[src/rtl/hic_pkg.sv]
package hic_pkg;

    // Grid side is 2**GRID_BITS cells; default of the top-level parameter.
    localparam int unsigned GRID_BITS_DEF = 10;

    // Width of the curve variant register.
    localparam int unsigned VARIANT_W = 4;

    // Curve variant codes. Codes outside this list act as the identity.
    typedef enum logic [VARIANT_W-1:0] {
        VAR_IDENT   = 4'd1,
        VAR_ROT180  = 4'd2,
        VAR_ROT90A  = 4'd3,
        VAR_ROT90B  = 4'd4,
        VAR_DIAG_PP = 4'd5,
        VAR_DIAG_MP = 4'd6,
        VAR_DIAG_PM = 4'd7,
        VAR_DIAG_MM = 4'd8
    } t_variant;

endpackage

[src/rtl/hic_xform.sv]
module hic_xform #(
    parameter int unsigned GRID_BITS = hic_pkg::GRID_BITS_DEF
) (
    input  logic                         i_clk,
    input  logic                         i_rst_n,
    input  logic [hic_pkg::VARIANT_W-1:0] i_variant,
    input  logic                         i_valid,
    output logic                         o_ready,
    input  logic [GRID_BITS-1:0]         i_x,
    input  logic [GRID_BITS-1:0]         i_y,
    output logic                         o_valid,
    input  logic                         i_ready,
    output logic [GRID_BITS-1:0]         o_x,
    output logic [GRID_BITS-1:0]         o_y
);
    import hic_pkg::*;

    logic                 r_valid;
    logic [GRID_BITS-1:0] r_x;
    logic [GRID_BITS-1:0] r_y;
    logic [GRID_BITS-1:0] n_x;
    logic [GRID_BITS-1:0] n_y;
    logic                 x_lo_ok;
    logic                 x_hi_ok;
    logic                 y_lo_ok;
    logic                 y_hi_ok;

    // Edge tests for the diagonal shifts: the shifted cell must stay on the grid.
    assign x_hi_ok = (i_x != '1);
    assign x_lo_ok = (i_x != '0);
    assign y_hi_ok = (i_y != '1);
    assign y_lo_ok = (i_y != '0);

    // Variant transform. The complement of a coordinate is the edge value minus it.
    always_comb begin
        n_x = i_x;
        n_y = i_y;
        case (i_variant)
            VAR_ROT180: begin
                n_x = ~i_x;
                n_y = ~i_y;
            end
            VAR_ROT90A: begin
                n_x = ~i_y;
                n_y = i_x;
            end
            VAR_ROT90B: begin
                n_x = i_y;
                n_y = ~i_x;
            end
            VAR_DIAG_PP: begin
                if (x_hi_ok && y_hi_ok) begin
                    n_x = i_x + 1'b1;
                    n_y = i_y + 1'b1;
                end
            end
            VAR_DIAG_MP: begin
                if (x_lo_ok && y_hi_ok) begin
                    n_x = i_x - 1'b1;
                    n_y = i_y + 1'b1;
                end
            end
            VAR_DIAG_PM: begin
                if (x_hi_ok && y_lo_ok) begin
                    n_x = i_x + 1'b1;
                    n_y = i_y - 1'b1;
                end
            end
            VAR_DIAG_MM: begin
                if (x_lo_ok && y_lo_ok) begin
                    n_x = i_x - 1'b1;
                    n_y = i_y - 1'b1;
                end
            end
            default: begin
                n_x = i_x;
                n_y = i_y;
            end
        endcase
    end

    // The stage takes a new transfer whenever it is empty or its contents move on.
    assign o_ready = !r_valid || i_ready;

    always_ff @(posedge i_clk) begin
        if (!i_rst_n) begin
            r_valid <= 1'b0;
        end else if (o_ready) begin
            r_valid <= i_valid;
        end
    end

    always_ff @(posedge i_clk) begin
        if (i_valid && o_ready) begin
            r_x <= n_x;
            r_y <= n_y;
        end
    end

    assign o_valid = r_valid;
    assign o_x     = r_x;
    assign o_y     = r_y;

endmodule

[src/rtl/hic_cell.sv]
module hic_cell #(
    parameter int unsigned GRID_BITS = hic_pkg::GRID_BITS_DEF,
    parameter int unsigned LEVEL     = 0
) (
    input  logic                     i_clk,
    input  logic                     i_rst_n,
    input  logic                     i_valid,
    output logic                     o_ready,
    input  logic [GRID_BITS-1:0]     i_x,
    input  logic [GRID_BITS-1:0]     i_y,
    input  logic [2*GRID_BITS-1:0]   i_d,
    input  logic [GRID_BITS-1:0]     i_mx,
    input  logic [GRID_BITS-1:0]     i_my,
    output logic                     o_valid,
    input  logic                     i_ready,
    output logic [GRID_BITS-1:0]     o_x,
    output logic [GRID_BITS-1:0]     o_y,
    output logic [2*GRID_BITS-1:0]   o_d,
    output logic [GRID_BITS-1:0]     o_mx,
    output logic [GRID_BITS-1:0]     o_my
);
    import hic_pkg::*;

    // Bits below this level stay in play for the following cells.
    localparam logic [GRID_BITS-1:0] LowMask = GRID_BITS'((1 << LEVEL) - 1);

    logic                   r_valid;
    logic [GRID_BITS-1:0]   r_x;
    logic [GRID_BITS-1:0]   r_y;
    logic [2*GRID_BITS-1:0] r_d;
    logic [GRID_BITS-1:0]   r_mx;
    logic [GRID_BITS-1:0]   r_my;
    logic [GRID_BITS-1:0]   n_x;
    logic [GRID_BITS-1:0]   n_y;
    logic [2*GRID_BITS-1:0] n_d;
    logic                   rx;
    logic                   ry;
    logic [GRID_BITS-1:0]   xm;
    logic [GRID_BITS-1:0]   ym;

    assign rx = i_x[LEVEL];
    assign ry = i_y[LEVEL];

    // One rotate-and-reflect step. The quadrant digit is (3*rx)^ry, which is {rx, rx^ry};
    // the lower index bits are still zero here, so it is placed rather than added.
    always_comb begin
        xm = i_x & LowMask;
        ym = i_y & LowMask;
        if (rx && !ry) begin
            xm = xm ^ LowMask;
            ym = ym ^ LowMask;
        end
        if (!ry) begin
            n_x = ym;
            n_y = xm;
        end else begin
            n_x = xm;
            n_y = ym;
        end
        n_d = i_d;
        n_d[2*LEVEL +: 2] = {rx, rx ^ ry};
    end

    assign o_ready = !r_valid || i_ready;

    always_ff @(posedge i_clk) begin
        if (!i_rst_n) begin
            r_valid <= 1'b0;
        end else if (o_ready) begin
            r_valid <= i_valid;
        end
    end

    always_ff @(posedge i_clk) begin
        if (i_valid && o_ready) begin
            r_x  <= n_x;
            r_y  <= n_y;
            r_d  <= n_d;
            r_mx <= i_mx;
            r_my <= i_my;
        end
    end

    assign o_valid = r_valid;
    assign o_x     = r_x;
    assign o_y     = r_y;
    assign o_d     = r_d;
    assign o_mx    = r_mx;
    assign o_my    = r_my;

endmodule

[src/rtl/hilbert_index_with_curve_variant.sv]
// Channel   | Direction | Handshake                  | Payload
// ----------+-----------+----------------------------+---------------------------------------
// config    | in        | i_cfg_valid / o_cfg_ready  | i_curve_variant
// cell in   | in        | i_valid / o_ready          | i_cell_x, i_cell_y
// result    | out       | o_valid / i_ready          | o_curve_index, o_mapped_x, o_mapped_y
//
// One item per cycle sustained while the result side is ready; the pipe has
// one variant transform stage, then one cell per coordinate bit, top bit first.
// The last cell's register is the output register.
// Each stage stalls only when it is full and the stage after it cannot take its
// contents, so bubbles close up during a stall on the result side.
// Synchronous active-low reset empties every stage and sets the variant to identity.
// The config port is always ready; writes are expected only while the pipe is empty.
module hilbert_index_with_curve_variant #(
    parameter int unsigned GRID_BITS = hic_pkg::GRID_BITS_DEF
) (
    input  logic                          i_clk,
    input  logic                          i_rst_n,
    input  logic                          i_cfg_valid,
    output logic                          o_cfg_ready,
    input  logic [hic_pkg::VARIANT_W-1:0] i_curve_variant,
    input  logic                          i_valid,
    output logic                          o_ready,
    input  logic [GRID_BITS-1:0]          i_cell_x,
    input  logic [GRID_BITS-1:0]          i_cell_y,
    output logic                          o_valid,
    input  logic                          i_ready,
    output logic [2*GRID_BITS-1:0]        o_curve_index,
    output logic [GRID_BITS-1:0]          o_mapped_x,
    output logic [GRID_BITS-1:0]          o_mapped_y
);
    import hic_pkg::*;

    logic [VARIANT_W-1:0]   r_curve_variant;

    // Entry k is the output of cell k-1's register; entry 0 is the transform stage's output.
    logic                   s_valid [0:GRID_BITS];
    logic                   s_ready [0:GRID_BITS];
    logic [GRID_BITS-1:0]   s_x     [0:GRID_BITS];
    logic [GRID_BITS-1:0]   s_y     [0:GRID_BITS];
    logic [2*GRID_BITS-1:0] s_d     [0:GRID_BITS];
    logic [GRID_BITS-1:0]   s_mx    [0:GRID_BITS];
    logic [GRID_BITS-1:0]   s_my    [0:GRID_BITS];

    // Configuration register.
    assign o_cfg_ready = 1'b1;

    always_ff @(posedge i_clk) begin
        if (!i_rst_n) begin
            r_curve_variant <= VAR_IDENT;
        end else if (i_cfg_valid) begin
            r_curve_variant <= i_curve_variant;
        end
    end

    // Variant transform stage.
    hic_xform #(
        .GRID_BITS (GRID_BITS)
    ) u_xform (
        .i_clk     (i_clk),
        .i_rst_n   (i_rst_n),
        .i_variant (r_curve_variant),
        .i_valid   (i_valid),
        .o_ready   (o_ready),
        .i_x       (i_cell_x),
        .i_y       (i_cell_y),
        .o_valid   (s_valid[0]),
        .i_ready   (s_ready[0]),
        .o_x       (s_x[0]),
        .o_y       (s_y[0])
    );

    // The moved cell rides along the chain unchanged; the index starts at zero.
    assign s_mx[0] = s_x[0];
    assign s_my[0] = s_y[0];
    assign s_d[0]  = '0;

    // Chain of cells, one per coordinate bit, top bit first.
    for (genvar j = 0; j < GRID_BITS; j++) begin : g_cell
        hic_cell #(
            .GRID_BITS (GRID_BITS),
            .LEVEL     (GRID_BITS - 1 - j)
        ) u_cell (
            .i_clk   (i_clk),
            .i_rst_n (i_rst_n),
            .i_valid (s_valid[j]),
            .o_ready (s_ready[j]),
            .i_x     (s_x[j]),
            .i_y     (s_y[j]),
            .i_d     (s_d[j]),
            .i_mx    (s_mx[j]),
            .i_my    (s_my[j]),
            .o_valid (s_valid[j+1]),
            .i_ready (s_ready[j+1]),
            .o_x     (s_x[j+1]),
            .o_y     (s_y[j+1]),
            .o_d     (s_d[j+1]),
            .o_mx    (s_mx[j+1]),
            .o_my    (s_my[j+1])
        );
    end

    // Result channel from the last cell.
    assign s_ready[GRID_BITS] = i_ready;
    assign o_valid            = s_valid[GRID_BITS];
    assign o_curve_index      = s_d[GRID_BITS];
    assign o_mapped_x         = s_mx[GRID_BITS];
    assign o_mapped_y         = s_my[GRID_BITS];

endmodule

[config.mk]
export PLATFORM = sky130hd
export DESIGN_NAME = hilbert_index_with_curve_variant
export DESIGN_NICKNAME = d
export VERILOG_FILES = /design/src/rtl/hic_pkg.sv /design/src/rtl/hic_xform.sv /design/src/rtl/hic_cell.sv /design/src/rtl/hilbert_index_with_curve_variant.sv
export SDC_FILE = /design/constraint.sdc
export NUM_CORES = 1
export LEC_CHECK = 0
export ABC_AREA = 1
export BUFFER_PORTS_ARGS = -buffer_cell sky130_fd_sc_hd__clkbuf_2
export CAP_MARGIN = 20
export CORE_MARGIN = 2
export CORE_UTILIZATION = 56
export CTS_CLUSTER_SIZE = 12
export DETAILED_ROUTE_END_ITERATION = 8
export PLACE_DENSITY = 0.88
export SLEW_MARGIN = 20
export SYNTH_ARGS = -nofsm -noshare
export SYNTH_HDL_FRONTEND = slang
export SYNTH_SLANG_ARGS = --single-unit
[constraint.sdc]
create_clock -name i_clk -period 2.66 [get_ports i_clk]
set_input_delay 0.133 -clock i_clk [delete_from_list [all_inputs] [get_ports i_clk]]
set_output_delay 0.133 -clock i_clk [all_outputs]
set_load 0.005 [all_outputs]
==> results of run 1 <==
==> routing by layer <==
layer	vias to the layer above	GRT usage	wire, um
met5	-	0	0
met4	0	0.1002	1576
met3	123	0.03803	2743
met2	535	0.4507	21300
met1	5541	0.2888	15210
li1	5354	-	-
==> final cells by class <==
| type | count | area [um^2] |
|---|---|---|
| Timing Repair Buffer | 130 | 895.9 |
| Multi-Input combinational cell | 883 | 4591 |
| Fill cell | 2199 | 11420 |
| Clock inverter | 6 | 58.81 |
| Tap cell | 402 | 503.0 |
| Clock buffer | 56 | 1125 |
| Sequential cell | 425 | 12610 |
| Inverter | 130 | 503.0 |
| Timing Repair inverter | 1 | 7.507 |
==> synthesized netlist by cell type, types with 2 or more instances <==
| master | number | share of area |
|---|---|---|
| xor2_1 | 103 | 0.050 |
| nand3b_1 | 3 | 0.0012 |
| xnor2_1 | 3 | 0.0015 |
| nand4_1 | 7 | 0.0024 |
| buf_2 | 24 | 0.0066 |
| a21oi_1 | 36 | 0.010 |
| buf_4 | 12 | 0.0050 |
| dfxtp_1 | 15 | 0.017 |
| nand3_1 | 120 | 0.033 |
| nand2_1 | 354 | 0.073 |
| edfxtp_1 | 410 | 0.68 |
| buf_6 | 13 | 0.0081 |
| inv_1 | 112 | 0.023 |
| o21ai_1 | 2 | 0.00055 |
| nor2_2 | 8 | 0.0028 |
| o22ai_1 | 19 | 0.0066 |
| ha_1 | 13 | 0.0090 |
| nand2_2 | 2 | 0.00069 |
| buf_1 | 3 | 0.00062 |
| nor2_1 | 84 | 0.017 |
| nor2_4 | 3 | 0.0019 |
| inv_2 | 8 | 0.0017 |
| nand3_4 | 3 | 0.0029 |
| nand2_4 | 2 | 0.0012 |
| o21ai_0 | 104 | 0.029 |
| clkbuf_1 | 19 | 0.0039 |
| a31oi_1 | 9 | 0.0031 |
| clkinv_1 | 2 | 0.00041 |
| clkinv_2 | 7 | 0.0019 |
==> sequential cells by signal, summed over array words and instances (netlist names) <==
register	count
g_cell.u_cell.o_y	45
g_cell.u_cell.o_mx	100
g_cell.u_cell.o_x	45
u_xform.o_x	10
r_curve_variant	4
g_cell.u_cell.o_valid	10
u_xform.o_y	10
g_cell.u_cell.o_my	100
u_xform.o_valid	1
g_cell.u_cell.o_d	100
==> power by group through the flow <==
stage	combinational (W)	clock [W]	sequential, W
6_report	0.000878	0.00528	0.00756
3_3_place_gp	0.000784	0	0.00769
3_5_place_dp	0.000814	0	0.00770
2_1_floorplan	0.000602	0	0.00765
4_1_cts	0.000845	0.00535	0.00756
5_1_grt	0.000975	0.00557	0.00757
==> stage by stage <==
stage	hold slack [ns]	power, W	utilization	setup WS [ns]
6_report	0.03750	0.01372	0.6399	0.1971
5_1_grt	0.06842	0.01411	0.6399	0.03316
4_1_cts	0.02143	0.01376	0.6370	0.1614
3_5_place_dp	0.3654	0.008512	0.5956	0.1898
3_3_place_gp	0.3559	0.008474	0.5956	0.3058
2_1_floorplan	0.2462	0.008251	-	0.05903
==> worst min-delay path by stage <==
| stage | to | slack (ns) | depth (start not counted) |
|---|---|---|---|
| after floorplan | r_curve_variant[0] | 0.25 | 1 |
| after global placement | r_curve_variant[0] | 0.36 | 3 |
| after detailed placement | r_curve_variant[0] | 0.37 | 3 |
| after CTS | u_xform.o_y[8] | 0.02 | 3 |
| after global routing | u_xform.o_y[9] | 0.07 | 3 |
| final | u_xform.o_y[8] | 0.04 | 3 |
==> worst max-delay path: cells and delay by family, from the launching register on <==
kind / cells / cell delay (ns)
and+or+nand+nor: 5 / 1.51
AOI/OAI and AO/OA: 2 / 0.41
DFF: 1 / 0.33
buffers and inverters: 1 / 0.08
==> cells by family after synthesis <==
logic type | Yosys count | synth area share
AND/OR/NAND/NOR | 591 | 0.1413
flip-flops | 425 | 0.6967
buffers and inverters | 201 | 0.05184
AO/OA/AOI/OAI | 172 | 0.04976
XOR/XNOR | 106 | 0.05128
adder cells (fa/ha/maj) | 13 | 0.008985
other | 1 | 0.0002071
==> what timing repair did <==
action,4_1_cts,5_1_grt
endpoints found under the hold margin,8,0
hold buffers,13,0
endpoints found under the setup margin,0,20
setup buffers,0,2
resized for setup,0,2
==> impl_metrics.env, run 1 <==
export IMPL_drive_gt1_frac=0.1294
export IMPL_synth_edf_count=410
export IMPL_slew_headroom=0.3835
export IMPL_path_class="register to register"
export IMPL_mostFrequentLayoutCells="edfxtp_1, nand2_1, nand3_1, inv_1, o21ai_0"
export IMPL_syn_avg_cell_area_um2=12.00
export IMPL_dpl_hpwl_um=25570
export IMPL_hold_path_startpoint="i_cell_y[8]"
export IMPL_htree_num_levels=2
export IMPL_hold_class="input pin to register"
export IMPL_grt_max_degree=40
export IMPL_final_hold_viol_count=0
export IMPL_grt_use_total=0.2459
export IMPL_ys_warn_count=0
export IMPL_seq_area_frac_synth=0.6967
export IMPL_fin_skew_ns=0.01649
export IMPL_clkPwrFrac=0.385
export IMPL_vdd_ir_drop_max_mv=0.5040
export IMPL_final_cell_area_um2=20300
export IMPL_p_comb_frac=0.064
export IMPL_worstPathRequired_ns=3.07
export IMPL_cts_buffers=42
export IMPL_io_pins=72
export IMPL_period_minus_slack_ns=2.463
export IMPL_p_leak_nw=7.909
export IMPL_ys_flop_type="edfxtp_1"
export IMPL_clock_root_buffer="clkbuf_16"
export IMPL_dieWidth_um=183.8
export IMPL_vias=11550
export IMPL_final_setup_tns_ns=0
export IMPL_r2r_end="u_xform.o_x[3]"
export IMPL_cp_endpoint="u_xform.o_x[3]"
export IMPL_clock_latency_ns=0.55
export IMPL_cts_sinks=425
export IMPL_first_pass_iters=8
export IMPL_p_sw_frac=0.2198
export IMPL_ys_seq_elements=425
export IMPL_gr_total_overflow=0
export IMPL_via_per_inst=5.683
export IMPL_finalSetupViolCount=0
export IMPL_crit_path_start_kind="register"
export IMPL_stdcell_count=2033
export IMPL_antenna_found_initial=0
export IMPL_power_frac_seq=0.551
export IMPL_synth_cells=1509
export IMPL_grt_first_pass_wirelength_um=63120
export IMPL_routabilityCongestion=0.9724
export IMPL_final_nets=1655
export IMPL_slowest_stage="nor2_1"
export IMPL_fp_row_count=65
export IMPL_fmaxAchievable_mhz=406.0
export IMPL_placed_cells=1953
export IMPL_dieHeight_um=183.8
export IMPL_arrival_ns=2.87
export IMPL_core_um2=31720
export IMPL_switchingPower_w=0.003016
export IMPL_rsz0062_at_grt="no"
export IMPL_cpPeakStageDelay_ns=0.69
export IMPL_dieArea_um2=33780
export IMPL_crit_path_start="r_curve_variant[2]"
export IMPL_routed_wl_um=40830
export IMPL_syn_area_um2=18100
export IMPL_crit_path_end_kind="register"
export IMPL_area_growth_pct=12.11
export IMPL_async_flop_share=0
export IMPL_wl_per_cell_um=20.09
export IMPL_final_common_cell="edfxtp_1"
export IMPL_ys_types=38
export IMPL_grt_pass1_vias=11480
export IMPL_run_status="completed"
export IMPL_maxCapViolCount=0
export IMPL_drv_slew=0
export IMPL_drtIter0Drc=1171
export IMPL_port_buffers=70
export IMPL_place_area_um2=18890
export IMPL_intPower_w=0.01070
export IMPL_r2r_cells=8
export IMPL_drc=0
export IMPL_clockBufferDepth=3
export IMPL_critPathMaxFanout=12
export IMPL_diodes=0
export IMPL_ant_nets=0
export IMPL_path_cells="inv_1 -> nor2_1 -> nand2_1 -> o22ai_1 -> a21oi_1 -> nand3_1 -> nor2_1 -> nand2_1"
export IMPL_tritoncts="done"
export IMPL_power_density_nw_per_um2=676.0
export IMPL_finalCritPeriodShare=0.9259
export IMPL_r2r_start="r_curve_variant[2]"
export IMPL_syn_nets=1551
export IMPL_worstMarginPinSlew_ns=0.9247
export IMPL_path_clk_slew_ns=0.06
export IMPL_rrSetupSlack_ns=0.20
export IMPL_initial_core_util=0.5708
(Power assumes the default switching activity.)
==> inputs of run 2 (changes only) <==
--- a/config.mk
+++ b/config.mk
@@ -9,11 +9,12 @@
 export BUFFER_PORTS_ARGS = -buffer_cell sky130_fd_sc_hd__clkbuf_2
 export CAP_MARGIN = 20
 export CORE_MARGIN = 2
-export CORE_UTILIZATION = 56
+export CORE_UTILIZATION = 57
 export CTS_CLUSTER_SIZE = 12
 export DETAILED_ROUTE_END_ITERATION = 8
-export PLACE_DENSITY = 0.88
+export PLACE_DENSITY = 0.89
 export SLEW_MARGIN = 20
 export SYNTH_ARGS = -nofsm -noshare
 export SYNTH_HDL_FRONTEND = slang
+export SYNTH_HIERARCHICAL = 1
 export SYNTH_SLANG_ARGS = --single-unit
==> run 2 against run 1 <==
Compared with the run above: worst setup slack worse by 0.096 ns; critical endpoint is now o_ready; utilization up 1.3 points; register-to-register slack about the same; flip-flop and latch count increased by 10; wire length up 2.6%; via count grew 9.1%; combinational power up 2.4%; final area increased by 3.9%; sequential power rose by 2%; critical path depth up 15.
==> impl_metrics.env, run 2 <==
export IMPL_run_status="completed"
export IMPL_hold_ws_ns=0.05558
export IMPL_power_density_nw_per_um2=666.0
export IMPL_final_hold_viol_count=0
export IMPL_finalSetupViolCount=0
export IMPL_clock_root_buffer="clkbuf_16"
export IMPL_placed_cells=2108
export IMPL_stdcell_count=2209
export IMPL_worstPathRequired_ns=2.53
export IMPL_antenna_found_initial=0
export IMPL_ys_warn_count=6
export IMPL_drc=0
export IMPL_synth_cells=1612
export IMPL_cts_buffers=42
export IMPL_routabilityCongestion=0.9340
export IMPL_clockBufferDepth=3
export IMPL_syn_avg_cell_area_um2=11.53
export IMPL_drv_slew=0
export IMPL_tritoncts="done"
export IMPL_period_minus_slack_ns=2.559
export IMPL_p_sw_frac=0.2195
export IMPL_final_common_cell="nand2_1"
export IMPL_min_path_cells=3
export IMPL_place_area_um2=19500
export IMPL_worstMarginPinSlew_ns=0.7726
export IMPL_slew_headroom=0.4849
export IMPL_grt_max_degree=41
export IMPL_ant_nets=0
export IMPL_maxCapViolCount=0
export IMPL_vias=12610
export IMPL_htree_num_levels=2
export IMPL_dp_slack_ns=-0.4056
export IMPL_grt_pass1_vias=12300
export IMPL_fp_row_count=66
export IMPL_initial_core_util=0.5758
export IMPL_fmaxAchievable_mhz=390.8
export IMPL_rsz0062_at_grt="yes"
export IMPL_wl_per_cell_um=18.97
export IMPL_finalCritPeriodShare=0.9621
export IMPL_syn_nets=1655
export IMPL_cts_sinks=435
export IMPL_port_buffers=70
export IMPL_syn_area_um2=18590
export IMPL_gr_total_overflow=0
export IMPL_drtIter0Drc=1410
export IMPL_grt_use_total=0.2472
export IMPL_routed_wl_um=41910
export IMPL_dieWidth_um=184.6
export IMPL_path_clk_slew_ns=0.06
export IMPL_via_per_inst=5.707
export IMPL_switchingPower_w=0.003083
export IMPL_hold_class="input pin to register"
export IMPL_critPathMaxFanout=2
export IMPL_clkPwrFrac=0.386
export IMPL_largest_reg_flops=110
export IMPL_io_pins=72
export IMPL_drive_gt1_frac=0.1647
export IMPL_core_um2=32290
export IMPL_timing_final_ws_setup_ns=0.1009
export IMPL_crit_path_end_kind="output port"
export IMPL_power_frac_seq=0.550
export IMPL_clock_latency_ns=0.55
export IMPL_p_leak_nw=8.590
export IMPL_crit_path_start_kind="register"
export IMPL_p_comb_frac=0.064
export IMPL_area_growth_pct=13.43
export IMPL_dieArea_um2=34080
export IMPL_arrival_ns=2.43
export IMPL_dpl_hpwl_um=25510
export IMPL_first_pass_iters=9
export IMPL_intPower_w=0.01096
export IMPL_r2r_cells=22
export IMPL_vdd_ir_drop_max_mv=0.4161
export IMPL_grt_first_pass_wirelength_um=64650
export IMPL_mostFrequentLayoutCells="nand2_1, edfxtp_1, nand3_1, inv_1, clkbuf_2"
export IMPL_path_class="register to output port"
export IMPL_diodes=0
export IMPL_final_setup_tns_ns=0
export IMPL_final_nets=1792
export IMPL_fin_skew_ns=0.02164
export IMPL_dieHeight_um=184.6
export IMPL_final_cell_area_um2=21090
==> run 2: layout make-up <==
type | instances | area, um^2
clock buffer | 58 | 1132
inverter | 196 | 762.0
multi-input combinational | 931 | 4678
clock inverter | 4 | 67.56
tap | 442 | 553.0
fill | 2141 | 11200
timing repair buffer | 143 | 983.4
sequential | 435 | 12910
==> run 2: repair_timing <==
item,CTS,global route
hold buffers,15,0
setup buffers,12,12
hold endpoints to repair,7,0
resized for setup,18,11
pin swaps,0,2
endpoints found under the setup margin,102,129
==> run 2: power by group through the flow <==
stage          clock network [W]  logic [W]  registers (W)
5_1_grt                  0.00572   0.000992        0.00773
6_report                 0.00542   0.000899        0.00773
4_1_cts                  0.00548   0.000864        0.00772
3_5_place_dp                   0   0.000828        0.00786
3_3_place_gp                   0   0.000792        0.00785
2_1_floorplan                  0   0.000640        0.00782
==> run 2: path summary, 6_finish.rpt <==
path,startpoint,to,slack (ns)
worst max-delay path,g_cell[9].u_cell/o_valid,o_ready,0.10
worst min-delay path,i_cell_y[0],u_xform/o_y[0],0.06
worst max register to register,g_cell[9].u_cell/o_valid,u_xform/o_y[1],0.19
worst min register to register,g_cell[4].u_cell/o_mx[3],g_cell[5].u_cell/o_mx[3],0.41
==> run 2: metrics by stage <==
step	total power [W]	utilization
2_1_floorplan	0.008457	-
3_3_place_gp	0.008638	0.6039
4_1_cts	0.01406	0.6493
3_5_place_dp	0.008689	0.6039
6_report	0.01405	0.6532
5_1_grt	0.01445	0.6532
==> run 2: routing by layer <==
layer	global-route usage	up-vias	wire, um
li1	-	5748	-
met1	0.2862	5934	15000
met2	0.4517	753	22110
met3	0.03359	171	2870
met4	0.1197	0	1937
met5	0	-	0
==> run 2: critical path, stage by stage (launching register included) <==
cell	delay, ns
dfxtp_2	0.33
nand2_2	0.06
inv_2	0.06
nand2_2	0.05
inv_2	0.07
nand2_2	0.07
inv_2	0.07
nand2_2	0.05
inv_2	0.06
nand2_2	0.05
inv_2	0.07
nand2_2	0.07
inv_2	0.07
nand2_2	0.06
inv_2	0.07
nand2_2	0.07
inv_2	0.09
nand2_4	0.06
inv_4	0.07
nand2_4	0.05
inv_2	0.06
buf_4	0.11
nand2_4	0.04
clkbuf_2	0.11
==> inputs of run 3 (changes only) <==
--- a/config.mk
+++ b/config.mk
@@ -5,14 +5,14 @@
 export SDC_FILE = /design/constraint.sdc
 export NUM_CORES = 1
 export LEC_CHECK = 0
-export ABC_AREA = 1
 export BUFFER_PORTS_ARGS = -buffer_cell sky130_fd_sc_hd__clkbuf_2
 export CAP_MARGIN = 20
 export CORE_MARGIN = 2
-export CORE_UTILIZATION = 57
+export CORE_UTILIZATION = 58
+export CTS_BUF_LIST = sky130_fd_sc_hd__clkbuf_4
 export CTS_CLUSTER_SIZE = 12
 export DETAILED_ROUTE_END_ITERATION = 8
-export PLACE_DENSITY = 0.89
+export PLACE_DENSITY = 0.9
 export SLEW_MARGIN = 20
 export SYNTH_ARGS = -nofsm -noshare
 export SYNTH_HDL_FRONTEND = slang
==> run 3 against run 2 <==
Compared with the run above: the flow now finishes with violations (negative setup slack); critical path depth decreased by 11; worst hold slack got worse by 0.0022 ns; clock skew increased by 0.043 ns; sequential share of layout area increased by 1.6 points; register-to-register slack got worse by 0.20 ns; largest cell class unchanged.
==> impl_metrics.env, run 3 <==
export IMPL_antenna_found_initial=1
export IMPL_power_density_nw_per_um2=668.6
export IMPL_min_path_cells=4
export IMPL_fillers=1950
export IMPL_grt_first_pass_wirelength_um=54140
export IMPL_via_per_inst=5.620
export IMPL_place_area_um2=18870
export IMPL_maxCapViolCount=0
export IMPL_rsz0062_at_grt="yes"
export IMPL_wl_per_cell_um=19.15
export IMPL_period_minus_slack_ns=2.828
export IMPL_placed_cells=1600
export IMPL_fmaxAchievable_mhz=353.6
export IMPL_first_pass_iters=5
export IMPL_path_clk_slew_ns=0.07
export IMPL_slowest_stage="dfxtp_2"
export IMPL_grt_max_degree=41
export IMPL_dp_slack_ns=-0.08004
export IMPL_crit_path_start_kind="register"
export IMPL_crit_cells=12
export IMPL_slew_headroom=0.3910
export IMPL_drc=0
export IMPL_p_leak_nw=7.377
export IMPL_cpPeakStageDelay_ns=0.36
export IMPL_clock_root_buffer="clkbuf_4"
export IMPL_drv_slew=0
export IMPL_crit_family="simple AND/OR/NAND/NOR gates"
export IMPL_worstPathRequired_ns=2.53
export IMPL_final_hold_viol_count=0
export IMPL_vdd_ir_drop_max_mv=0.2994
export IMPL_final_common_cell="edfxtp_1"
export IMPL_finalSetupViolCount=2
export IMPL_mostFrequentLayoutCells="edfxtp_1, clkbuf_4, xnor2_1, mux2i_1, buf_4"
export IMPL_dieArea_um2=32060
export IMPL_routabilityCongestion=1.008
export IMPL_violations="negative setup slack"
export IMPL_path_cells="nand2b_4 -> nand2b_4 -> nand2b_4 -> nand2b_4 -> nand2b_4 -> nand2b_4 -> nand2b_4 -> nand2b_4 -> nand2b_4 -> nand2b_4 -> nand2b_4 -> buf_6"
export IMPL_clockBufferDepth=3
export IMPL_port_buffers=70
export IMPL_drtIter0Drc=710
export IMPL_area_growth_pct=15.63
export IMPL_r2r_cells=13
export IMPL_syn_area_um2=17780
export IMPL_grt_pass1_vias=10450
export IMPL_vias=10120
export IMPL_worstMarginPinSlew_ns=0.9134
export IMPL_run_status="complete, but fails checks"
export IMPL_fp_row_count=64
export IMPL_syn_nets=1152
export IMPL_final_nets=1379
export IMPL_hold_class="input pin to register"
export IMPL_dieWidth_um=179.1
export IMPL_gr_total_overflow=0
export IMPL_arrival_ns=2.69
export IMPL_dieHeight_um=179.1
export IMPL_dpl_hpwl_um=22330
export IMPL_tritoncts="done"
export IMPL_timing_final_ws_setup_ns=-0.1678
export IMPL_largest_reg_flops=110
export IMPL_routed_wl_um=34490
export IMPL_critPathMaxFanout=3
export IMPL_synth_cells=1109
export IMPL_grt_use_total=0.2212
export IMPL_final_cell_area_um2=20550
export IMPL_path_class="register to output port"
export IMPL_core_um2=30350
export IMPL_io_pins=72
export IMPL_stdcell_count=1801
export IMPL_cts_buffers=95
export IMPL_fin_skew_ns=0.06498
export IMPL_syn_avg_cell_area_um2=16.03
export IMPL_cp_num_buf_inv=1
export IMPL_htree_num_levels=3
export IMPL_drive_gt1_frac=0.2507
export IMPL_initial_core_util=0.5857
export IMPL_ys_warn_count=6
export IMPL_crit_path_end_kind="output port"
export IMPL_finalCritPeriodShare=1.063
export IMPL_ant_nets=0
export IMPL_cts_sinks=435
export IMPL_clock_latency_ns=0.75
export IMPL_path_common_cell="nand2b_4"
[run 3: worst paths after layout]
| kind | slack [ns] | to | startpoint |
|---|---|---|---|
| min reg2reg | 0.36 | g_cell[3].u_cell/o_my[3] | g_cell[2].u_cell/o_my[3] |
| max reg2reg | -0.01 | u_xform/o_valid | g_cell[9].u_cell/o_valid |
| min | 0.05 | u_xform/o_x[7] | i_cell_x[5] |
| max | -0.17 | o_ready | g_cell[9].u_cell/o_valid |
[run 3: power breakdown]
group	total, W	switching [W]	internal (W)	leakage [nW]
registers	0.00772	0.0000864	0.00763	3.94
logic	0.000884	0.000486	0.000398	2.69
clock network	0.00514	0.00243	0.00271	0.739
total	0.0137	0.00300	0.0107	7.38
[run 3: final cells by class]
class                      count  area (um^2)  area share
antenna                        1        2.502   0.0001218
inverter                      43        161.4    0.007853
clock inverter                26        209.0     0.01017
sequential                   435        12910      0.6283
tap                          396        495.5     0.02411
multi-input combinational    564         4305      0.2095
timing repair buffer         197         1423     0.06921
clock buffer                 139         1044     0.05077
[run 3: what timing repair did]
item                                    4_1_cts  5_1_grt
hold endpoints to repair                     49        0
endpoints found under the setup margin       61        4
gates resized for setup                      11        3
hold buffers                                 30        0
buffers inserted                              4        2
[run 3: through the flow]
| stage | setup TNS, ns | hold WS [ns] | power (W) | utilization |
|---|---|---|---|---|
| 3_5_place_dp | -1.567 | 0.3811 | 0.008691 | 0.6216 |
| 2_1_floorplan | 0 | 0.1949 | 0.008426 | - |
| 6_report | -0.1738 | 0.05339 | 0.01374 | 0.6772 |
| 4_1_cts | -0.1906 | 0.01010 | 0.01390 | 0.6760 |
| 5_1_grt | -0.4158 | 0.07532 | 0.01435 | 0.6772 |
| 3_3_place_gp | 0 | 0.3606 | 0.008651 | 0.6216 |
[run 3: per-layer routing]
metal  vias up  part of all wire  global-route usage
met1      4863              0.36              0.2446
li1       4707                 -                   -
met4         0             0.042              0.1196
met3       103             0.063             0.04326
met5         -                 0                   0
met2       449              0.53              0.4002
[run 3: tightest hold or removal path, cell delays in order]
cell and delay [ns]:
clkbuf_2 0.08, buf_4 0.19, nand4_1 0.09, o211ai_1 0.08
